`config.mk`:
```
export PLATFORM = sky130hd
export DESIGN_NAME = trapezoidal_position_ramp_top
export DESIGN_NICKNAME = d
export VERILOG_FILES = /design/src/rtl/core/trp_pkg.sv /design/src/rtl/core/trp_ctrl.sv /design/src/rtl/core/trp_datapath.sv /design/src/rtl/core/trapezoidal_position_ramp_top.sv
export SDC_FILE = /design/constraint.sdc
export NUM_CORES = 2
export LEC_CHECK = 0
export ABC_AREA = 0
export CAP_MARGIN = 20
export CORE_UTILIZATION = 28
export CTS_CLUSTER_SIZE = 40
export DETAILED_ROUTE_END_ITERATION = 7
export DONT_BUFFER_PORTS = 1
export SYNTH_ARGS = -nofsm -noshare
export SYNTH_HDL_FRONTEND = slang
export SYNTH_SLANG_ARGS = --single-unit
export TNS_END_PERCENT = 50
```
`constraint.sdc`:
```
create_clock -name clk -period 21.9 [get_ports clk]
set_input_delay 1.095 -clock clk [delete_from_list [all_inputs] [get_ports clk]]
set_output_delay 1.095 -clock clk [all_outputs]
set_load 0.05 [all_outputs]
```
`src/rtl/core/trp_pkg.sv`:
```
package trp_pkg;

  // Widths of the stream payload fields and of the configuration registers.
  localparam int unsigned DATA_W = 32;
  localparam int unsigned CFG_W  = 31;

  // Kind of an input request, carried on the slave tuser bit.
  localparam logic CMD_TICK    = 1'b0;
  localparam logic CMD_RESTART = 1'b1;

  // Configuration register indexes.
  localparam logic REG_ACCEL_STEP  = 1'b0;
  localparam logic REG_SPEED_LIMIT = 1'b1;

  // Reset values of the configuration registers.
  localparam logic [CFG_W-1:0] ACCEL_STEP_RESET  = 31'd65536;
  localparam logic [CFG_W-1:0] SPEED_LIMIT_RESET = 31'd655360;

  // The stopping distance divider retires one quotient bit per step.
  localparam int unsigned DIV_STEPS = 64;
  localparam int unsigned STEP_W    = 6;

  // Saturation bounds of a signed 32-bit value.
  localparam logic signed [DATA_W-1:0] VAL_MAX = 32'sh7FFF_FFFF;
  localparam logic signed [DATA_W-1:0] VAL_MIN = 32'sh8000_0000;

  typedef enum logic [2:0] {
    ST_IDLE,
    ST_MUL,
    ST_DIV,
    ST_PROBE,
    ST_VEL,
    ST_POS,
    ST_WRITE
  } trp_state_t;

  // Commands from the controller to the datapath.
  typedef struct packed {
    logic load_restart;
    logic tick_start;
    logic mul_load;
    logic div_step;
    logic probe;
    logic vel_update;
    logic pos_update;
    logic out_load;
  } trp_cmd_t;

endpackage

```
`src/rtl/core/trp_ctrl.sv`:
```
module trp_ctrl (
  input  logic                clk,
  input  logic                rst,
  input  logic                s_axis_tvalid,
  input  logic                s_axis_tuser,
  output logic                s_axis_tready,
  input  logic                m_axis_tready,
  output logic                m_axis_tvalid,
  output trp_pkg::trp_cmd_t   cmd
);

  localparam logic [trp_pkg::STEP_W-1:0] DIV_LAST = trp_pkg::STEP_W'(trp_pkg::DIV_STEPS - 1);

  trp_pkg::trp_state_t          state;
  trp_pkg::trp_state_t          state_next;
  logic [trp_pkg::STEP_W-1:0]   step_cnt;
  logic                         out_valid;
  logic                         out_free;

  // The output register can take a new result when empty or being drained.
  assign out_free      = !out_valid || m_axis_tready;
  assign m_axis_tvalid = out_valid;

  // Next state.
  always_comb begin
    state_next = state;
    unique case (state)
      trp_pkg::ST_IDLE: begin
        if (s_axis_tvalid) begin
          if (s_axis_tuser == trp_pkg::CMD_RESTART) begin
            state_next = trp_pkg::ST_WRITE;
          end else begin
            state_next = trp_pkg::ST_MUL;
          end
        end
      end
      trp_pkg::ST_MUL:   state_next = trp_pkg::ST_DIV;
      trp_pkg::ST_DIV: begin
        if (step_cnt == DIV_LAST) begin
          state_next = trp_pkg::ST_PROBE;
        end
      end
      trp_pkg::ST_PROBE: state_next = trp_pkg::ST_VEL;
      trp_pkg::ST_VEL:   state_next = trp_pkg::ST_POS;
      trp_pkg::ST_POS:   state_next = trp_pkg::ST_WRITE;
      trp_pkg::ST_WRITE: begin
        if (out_free) begin
          state_next = trp_pkg::ST_IDLE;
        end
      end
      default:           state_next = trp_pkg::ST_IDLE;
    endcase
  end

  // Commands and handshake outputs.
  always_comb begin
    cmd           = '0;
    s_axis_tready = 1'b0;
    unique case (state)
      trp_pkg::ST_IDLE: begin
        s_axis_tready = 1'b1;
        if (s_axis_tvalid) begin
          cmd.load_restart = (s_axis_tuser == trp_pkg::CMD_RESTART);
          cmd.tick_start   = (s_axis_tuser == trp_pkg::CMD_TICK);
        end
      end
      trp_pkg::ST_MUL:   cmd.mul_load   = 1'b1;
      trp_pkg::ST_DIV:   cmd.div_step   = 1'b1;
      trp_pkg::ST_PROBE: cmd.probe      = 1'b1;
      trp_pkg::ST_VEL:   cmd.vel_update = 1'b1;
      trp_pkg::ST_POS:   cmd.pos_update = 1'b1;
      trp_pkg::ST_WRITE: cmd.out_load   = out_free;
      default:           cmd            = '0;
    endcase
  end

  // State register and divider step counter.
  always_ff @(posedge clk) begin
    if (rst) begin
      state    <= trp_pkg::ST_IDLE;
      step_cnt <= '0;
    end else begin
      state <= state_next;
      if (state == trp_pkg::ST_DIV) begin
        step_cnt <= step_cnt + 1'b1;
      end else begin
        step_cnt <= '0;
      end
    end
  end

  // Output valid flag.
  always_ff @(posedge clk) begin
    if (rst) begin
      out_valid <= 1'b0;
    end else if (cmd.out_load) begin
      out_valid <= 1'b1;
    end else if (m_axis_tready) begin
      out_valid <= 1'b0;
    end
  end

endmodule

```
`src/rtl/core/trp_datapath.sv`:
```
module trp_datapath (
  input  logic                                clk,
  input  logic                                rst,
  input  trp_pkg::trp_cmd_t                   cmd,
  input  logic signed [trp_pkg::DATA_W-1:0]   new_target,
  input  logic                                cfg_we,
  input  logic                                cfg_addr,
  input  logic [trp_pkg::CFG_W-1:0]           cfg_wdata,
  output logic signed [trp_pkg::DATA_W-1:0]   position_out,
  output logic signed [trp_pkg::DATA_W-1:0]   velocity_out
);

  logic [trp_pkg::CFG_W-1:0]           accel_step;
  logic [trp_pkg::CFG_W-1:0]           speed_limit;
  logic signed [trp_pkg::DATA_W-1:0]   target_pos;
  logic signed [trp_pkg::DATA_W-1:0]   ramp_pos;
  logic signed [trp_pkg::DATA_W-1:0]   ramp_vel;
  logic [31:0]                         mag;
  logic [31:0]                         divisor;
  logic [63:0]                         quo;
  logic [31:0]                         rem;
  logic                                rise;

  logic [trp_pkg::CFG_W-1:0]           accel_eff;
  logic [32:0]                         rem_sh;
  logic                                fits;
  logic signed [63:0]                  stop_dist;
  logic signed [63:0]                  probe_sum;
  logic signed [31:0]                  probe;
  logic signed [33:0]                  vel_wide;
  logic signed [33:0]                  accel_wide;
  logic signed [33:0]                  lim_wide;
  logic signed [33:0]                  nv;
  logic signed [33:0]                  nv_clamped;
  logic signed [31:0]                  vel_next;
  logic signed [32:0]                  pos_sum;
  logic signed [31:0]                  pos_next;

  // A zero acceleration divides as if the acceleration were one.
  assign accel_eff = (accel_step == '0) ? trp_pkg::CFG_W'(1) : accel_step;

  // Configuration registers.
  always_ff @(posedge clk) begin
    if (rst) begin
      accel_step  <= trp_pkg::ACCEL_STEP_RESET;
      speed_limit <= trp_pkg::SPEED_LIMIT_RESET;
    end else if (cfg_we) begin
      unique case (cfg_addr)
        trp_pkg::REG_ACCEL_STEP:  accel_step  <= cfg_wdata;
        trp_pkg::REG_SPEED_LIMIT: speed_limit <= cfg_wdata;
      endcase
    end
  end

  // One restoring division step: shift in the next dividend bit, subtract if it fits.
  assign rem_sh = {rem, quo[63]};
  assign fits   = (rem_sh >= {1'b0, divisor});

  // Stopping distance carries the velocity sign; the probe saturates to 32 bits.
  assign stop_dist = ramp_vel[31] ? -$signed(quo) : $signed(quo);
  assign probe_sum = {{32{ramp_pos[31]}}, ramp_pos} + stop_dist;
  always_comb begin
    if (!probe_sum[63] && (|probe_sum[62:31])) begin
      probe = trp_pkg::VAL_MAX;
    end else if (probe_sum[63] && !(&probe_sum[62:31])) begin
      probe = trp_pkg::VAL_MIN;
    end else begin
      probe = probe_sum[31:0];
    end
  end

  // Velocity step with a one-sided clamp, then saturation to 32 bits.
  assign vel_wide   = {{2{ramp_vel[31]}}, ramp_vel};
  assign accel_wide = {3'b000, accel_step};
  assign lim_wide   = {3'b000, speed_limit};
  assign nv         = rise ? (vel_wide + accel_wide) : (vel_wide - accel_wide);
  always_comb begin
    nv_clamped = nv;
    if (rise && (nv > lim_wide)) begin
      nv_clamped = lim_wide;
    end else if (!rise && (nv < -lim_wide)) begin
      nv_clamped = -lim_wide;
    end
    if (nv_clamped > 34'(trp_pkg::VAL_MAX)) begin
      vel_next = trp_pkg::VAL_MAX;
    end else if (nv_clamped < 34'(trp_pkg::VAL_MIN)) begin
      vel_next = trp_pkg::VAL_MIN;
    end else begin
      vel_next = nv_clamped[31:0];
    end
  end

  // Position integrates the new velocity with saturation.
  assign pos_sum = {ramp_pos[31], ramp_pos} + {ramp_vel[31], ramp_vel};
  always_comb begin
    if (pos_sum[32] != pos_sum[31]) begin
      pos_next = pos_sum[32] ? trp_pkg::VAL_MIN : trp_pkg::VAL_MAX;
    end else begin
      pos_next = pos_sum[31:0];
    end
  end

  // Ramp state.
  always_ff @(posedge clk) begin
    if (rst) begin
      target_pos <= '0;
      ramp_pos   <= '0;
      ramp_vel   <= '0;
    end else if (cmd.load_restart) begin
      target_pos <= new_target;
      ramp_pos   <= new_target;
      ramp_vel   <= '0;
    end else if (cmd.vel_update) begin
      ramp_vel <= vel_next;
    end else if (cmd.pos_update) begin
      ramp_pos <= pos_next;
    end
  end

  // Square, divider and probe registers.
  always_ff @(posedge clk) begin
    if (cmd.tick_start) begin
      mag     <= ramp_vel[31] ? 32'(-ramp_vel) : 32'(ramp_vel);
      divisor <= {accel_eff, 1'b0};
    end
    if (cmd.mul_load) begin
      quo <= mag * mag;
      rem <= '0;
    end else if (cmd.div_step) begin
      quo <= {quo[62:0], fits};
      rem <= fits ? 32'(rem_sh - {1'b0, divisor}) : rem_sh[31:0];
    end
    if (cmd.probe) begin
      rise <= (probe < target_pos);
    end
  end

  // Output payload register.
  always_ff @(posedge clk) begin
    if (cmd.out_load) begin
      position_out <= ramp_pos;
      velocity_out <= ramp_vel;
    end
  end

endmodule

```
`src/rtl/core/trapezoidal_position_ramp_top.sv`:
```
// Trapezoidal position ramp generator, Q16.16 in units per control tick. A restart
// request (tuser = 1) jumps position and target to tdata and zeroes velocity; its result
// is handed to the output register once that register is free. A tick request (tuser = 0)
// computes the stopping distance v*v/(2*a), accelerates toward the target or brakes,
// clamps at the speed limit and integrates the position. Its steps are, in order, the
// acceptance, the square, the 64-step restoring divider that forms the stopping distance,
// the target compare, the velocity update, the position update and the result handoff.
// One request is worked at a time; the next request is taken once the previous result
// has moved into the output register, even if that result is still waiting downstream.
// Write the configuration registers only while no request is in flight.
module trapezoidal_position_ramp_top (
  input  logic         clk,
  input  logic         rst,
  input  logic         s_axis_tvalid,
  output logic         s_axis_tready,
  input  logic [31:0]  s_axis_tdata,   // [31:0] new_target
  input  logic [0:0]   s_axis_tuser,   // [0] command
  output logic         m_axis_tvalid,
  input  logic         m_axis_tready,
  output logic [63:0]  m_axis_tdata,   // [31:0] position_out, [63:32] velocity_out
  input  logic         cfg_we,
  input  logic [0:0]   cfg_addr,
  input  logic [30:0]  cfg_wdata
);

  trp_pkg::trp_cmd_t                   cmd;
  logic signed [trp_pkg::DATA_W-1:0]   position_out;
  logic signed [trp_pkg::DATA_W-1:0]   velocity_out;

  // Sequencer.
  trp_ctrl u_ctrl (
    .clk           (clk),
    .rst           (rst),
    .s_axis_tvalid (s_axis_tvalid),
    .s_axis_tuser  (s_axis_tuser[0]),
    .s_axis_tready (s_axis_tready),
    .m_axis_tready (m_axis_tready),
    .m_axis_tvalid (m_axis_tvalid),
    .cmd           (cmd)
  );

  // Arithmetic and state.
  trp_datapath u_datapath (
    .clk          (clk),
    .rst          (rst),
    .cmd          (cmd),
    .new_target   ($signed(s_axis_tdata)),
    .cfg_we       (cfg_we),
    .cfg_addr     (cfg_addr[0]),
    .cfg_wdata    (cfg_wdata),
    .position_out (position_out),
    .velocity_out (velocity_out)
  );

  assign m_axis_tdata = {velocity_out, position_out};

endmodule

```
; Word-level counts from Yosys, hierarchy flattened
; Index checks and enable logic that the tools add are counted.
[op_classes]
add_sub_neg = 9
mul = 1
magnitude_cmp = 6
eq_ne = 12
mux = 33
bitwise_logic = 3
reduce_logical = 22
[ops]
columns = operator, n
row1 = $mux W32, 10
row2 = $mux W64, 3
row3 = $mux W34, 3
row4 = $add A32 B32 Y33, 2
row5 = $add A64 B64 Y64, 1
row6 = $mul A32 B32 Y64, 1
row7 = $neg A64 Y64, 1
row8 = $gt A34 B32 Y1, 1
row9 = $gt A34 B32 Y1 const B, 1
row10 = $lt A34 B32 Y1 const B, 1
row11 = $lt A34 B34 Y1, 1
row12 = $neg A31 Y34, 1
row13 = $ge A33 B32 Y1, 1
row14 = $sub A32 B32 Y33, 1
row15 = $lt A32 B32 Y1, 1
row16 = $neg A32 Y32, 1
row17 = $reduce_and A32 Y1, 1
row18 = $reduce_or A32 Y1, 1
row19 = $sub A32 B32 Y32, 1
row20 = $logic_not A31 Y1, 1
row21 = $mux W31, 1
row22 = $pmux W3 S7, 1
row23 = $mux W3, 4
row24 = $eq A3 B3 Y1 const B, 3
row25 = other kinds (18), 43
[totals]
ff_bits = 392
output_inout_bits = 66
wordCells = 102

; Logic depth before layout (Yosys ltp)
[logic_depth]
depth_word = 9
ltp_mapped = 40

; Cells and area by module
; A second synthesis with hierarchy kept.
[hier_totals]
cells_unflattened = 6536
hier_area_um2 = 57938.1
[modules_own_cells]
columns = module, instances, cells_each, area_each_um2
row1 = trp_datapath, 1, 6475, 57395.0
row2 = trp_ctrl, 1, 61, 543.0

; Worst setup path after synthesis
; Ideal clock, no wire load.
[synth_path]
path_type = register to register
startpoint = register u_datapath.quo[12]
endpoint = register u_datapath.rise, data pin
t_arrival_ps = 8662
slack_ps = 12974
stages_incl_launch_ff = 40
path_buffers = 2
synth_period_minus_slack_ps = 8926
cell_sequence = edfxtp_1 or4_4 or4_1 or2_4 nor2_4 nand2_2 or2_2 inv_1 nand2_1 or3_1 o41ai_1 xnor2_1 ha_1 clkbuf_1 nand2_1 o21ai_1 a211oi_1 o21bai_2 [4 not listed] or4_1 or4_4 nand2_4 buf_6 a21o_1 ha_1 a21o_1 a21o_1 a21o_1 a21o_1 a21o_1 a21o_1 a21o_1 a211oi_1 mux2i_1 and2_1 a31oi_1 o31ai_1
[synth_via]
elab_chain_len = 9
elab_cells_between_ends = 12
[synth_lines]
columns = element, line
row1 = from (decl), trp_datapath.sv:20  ; logic [63:0] quo;
row2 = from (signal assigned), trp_datapath.sv:127  ; quo <= mag * mag;
row3 = from (signal assigned), trp_datapath.sv:130  ; quo <= {quo[62:0], fits};
row4 = $neg A64 Y64, trp_datapath.sv:60  ; assign stop_dist = ramp_vel[31] ? -$signed(quo) : $signed(quo);
row5 = $mux W64 (*), trp_datapath.sv:60
row6 = $add A64 B64 Y64 (*), trp_datapath.sv:61  ; assign probe_sum = {{32{ramp_pos[31]}}, ramp_pos} + stop_dist;
row7 = $reduce_and A32 Y1, trp_datapath.sv:65  ; end else if (probe_sum[63] && !(&probe_sum[62:31])) begin
row8 = $logic_not A1 Y1, trp_datapath.sv:65
row9 = $logic_and A1 B1 Y1, trp_datapath.sv:65
row10 = $mux W32, trp_datapath.sv:65
row11 = $mux W32 (*), trp_datapath.sv:63  ; if (!probe_sum[63] && (|probe_sum[62:31])) begin
row12 = $lt A32 B32 Y1 (*), trp_datapath.sv:134  ; rise <= (probe < target_pos);
row13 = to (signal assigned), trp_datapath.sv:134
row14 = to (decl), trp_datapath.sv:22  ; logic rise;
; Mark *: on every way between the ends. The rest lies on a longest branch, timed or not.
; A chain may end at the register's enable or synchronous reset.

; Final worst setup path
[layout_path]
startpoint = register u_datapath.quo[11]
endpoint = register u_datapath.rise, data pin
; Same word-level chain as after synthesis.

==> impl_metrics.json <==
{
  "maxCapViolations": 0,
  "dieArea_mm2": 0.2102,
  "synth_nets": 8025,
  "met1_length_um": 78100,
  "vias": 46140,
  "wl_um": 186900,
  "drt_first_iter_violations": 3421,
  "grt_max_degree": 142,
  "globalplace.congestion": 0.9445,
  "yosysMostFrequentCell": "inv_1",
  "ys.warnings.count": 0,
  "fin_crit_ns": 10.02,
  "clk_latency_ns": 0.63,
  "dr_wl_met2_um": 89080,
  "die_w_um": 458.4,
  "cts-root-buf": "clkbuf_16",
  "core_mm2": 0.2071,
  "start_kind": "register",
  "crit_start": "u_datapath.quo[11]",
  "critPathKind": "register to register",
  "timing.rr.start": "u_datapath.quo[11]",
  "drc": 0,
  "maxSlewHeadroom": 0.2259,
  "cts_resized": 0,
  "cts_sinks": 392,
  "grt.total_usage": 0.1771,
  "grt_overflow_total": 0,
  "clkTransAtPathRegs_ns": 0.06,
  "fin_worst_skew_ns": 0.03850,
  "yosys-top-cells-count": "inv_1, fa_1, nand2_1",
  "dp_hpwl_um": 148500,
  "drive_gt1_frac": 0.03335,
  "syn-mean-instance-area_um2": 8.825,
  "endpoint_kind": "register",
  "cts_max_level": 2,
  "rsz0062_at_grt": "false",
  "hp-start": "u_datapath.target_pos[21]",
  "fillers": 21770,
  "tightest_slew_ns": 1.157,
  "grt_pass1_vias": 47370,
  "vias_per_cell": 4.980,
  "wl_per_cell_um": 20.17,
  "max_stage_delay_ns": 0.57,
  "yosysTopAreaCellShare": 0.2783,
  "grt_pass1_wl_um": 286900,
  "wl_met3_um": 11020,
  "fin_nets": 7854,
  "detail-route-antenna-nets": 0,
  "ys.flop_type": "dfxtp_1",
  "outcome": "finished clean",
  "synthArstFlopShare": 0,
  "cp.arrival_ns": 10.38,
  "io_pins": 136,
  "rows": 167,
  "path_common_cell": "a21o_1",
  "syn2layout_area_growth_pct": 7.741,
  "crit_fanout": 30,
  "post-route-period-util": 0.4574,
  "die_y_um": 458.4,
  "drtPass1Iterations": 5,
  "ys_seq_area_frac": 0.1675,
  "antenna_found_initial": 3,
  "max_clock_freq_mhz": 99.84,
  "synth_edf_count": 192,
  "port_buffers": 0,
  "netlist_area_mm2": 0.05833,
  "synth_top_area_cell": "fa_1",
  "ctsHoldBuffers": 0,
  "cts_tree": "built",
  "ys_top_cells_by_area": "fa_1, ha_1, edfxtp_1",
  "setup_tns_ns": 0,
  "postSynthCellCount": 6610,
  "routed.top_layer": "met5",
  "synth_seq_cells": 392,
  "crit_path_top_delay_cell": "or4_4",
  "numCtsBuffers": 47,
  "cts_setup_buffers": 0,
  "holdCritPathClass": "register to register",
  "hold_viol": 0,
  "crit_required_ns": 22.27,
  "synth.distinct_cells": 114,
  "cts_max_path_buffers": 3,
  "initial_core_util": 0.2817,
  "slew_violations": 0,
  "setup_violations": 0
}
cell usage in the layout, fill, tap and decap left out, types with 45 or more instances in the layout:
cell type and n:
nor2_1 298, dfxtp_1 198, xor2_1 101, fa_1 811
nand4_1 56, clkbuf_16 48, ha_1 534, nor3_1 87
a21oi_1 359, o31ai_1 45, o21ai_0 234, inv_1 1152
a21o_1 164, and2_1 214, xnor2_1 248, nand3_1 79
buf_4 57, nand2_1 794, edfxtp_1 192
cells by family (layout without fill, tap and decap cells):
family	Yosys count	count (layout)	share of synthesized area
compound gates	1239	1239	0.1389
xor+xnor	350	350	0.05287
fa+ha+maj	1347	1347	0.3932
buf+inv	1442	1309	0.09474
flops	392	392	0.1675
mux	30	30	0.005234
other cells	0	1	0
simple gates	1810	1810	0.1475
state kept, by name, indices dropped and copies added (netlist names), 6 cells and up:
name,cells
u_datapath.position_out,32
u_datapath.quo,64
u_ctrl.step_cnt,6
u_datapath.velocity_out,32
u_datapath.accel_step,31
u_datapath.rem,32
u_datapath.mag,32
u_datapath.ramp_vel,32
u_datapath.ramp_pos,32
u_datapath.target_pos,32
u_datapath.divisor,31
u_datapath.speed_limit,31
layout make-up:
cell class	instances	area (µm²)	area share
multi-input combinational	4776	43100	0.6857
sequential	392	9774	0.1555
inverter	1160	4354	0.06928
tap	2788	3488	0.05550
clock buffer	59	1262	0.02009
timing repair buffer	62	518.0	0.008242
clock inverter	28	352.8	0.005614
antenna	1	2.502	0.00003982
metrics by stage:
stage	instances	hold slack, ns	utilization	setup slack [ns]	cell area [µm²]
CTS	9260	0.4554	0.3031	12.00	62760
floorplan	6610	0.4363	-	12.97	58330
global route	9265	0.4757	0.3035	11.30	62850
finish	9266	0.4550	0.3035	11.88	62850
detailed placement	9173	0.4475	0.2953	12.03	61140
global placement	9172	0.4428	0.2952	12.08	61130
worst max-delay path: cells and delay by family (launching register included):
kind,cells,cell delay [ns]
flip-flops,1,0.45
multiplexers,2,0.55
AND/OR/NAND/NOR,15,4.49
XOR/XNOR,1,0.12
AO/OA/AOI/OAI,16,3.33
buffers and inverters,1,0.07
adder cells (fa/ha/maj),2,0.69
metal layers:
metal / vias up / GRT usage
met1: 23060 / 0.2281
met5: - / 0
met3: 297 / 0.02201
met2: 1412 / 0.2991
met4: 4 / 0.07135
li1: 21370 / -
final timing paths:
check	slack (ns)	depth (start not counted)	endpoint
min	0.46	2	u_datapath.target_pos[21]
min reg2reg	0.46	2	u_datapath.target_pos[21]
max	11.88	37	u_datapath.rise
max reg2reg	11.88	37	u_datapath.rise
Power is left out: the tool's default activity adds up to more than one toggle a clock period on the data nets, which glitch-free logic cannot reach.
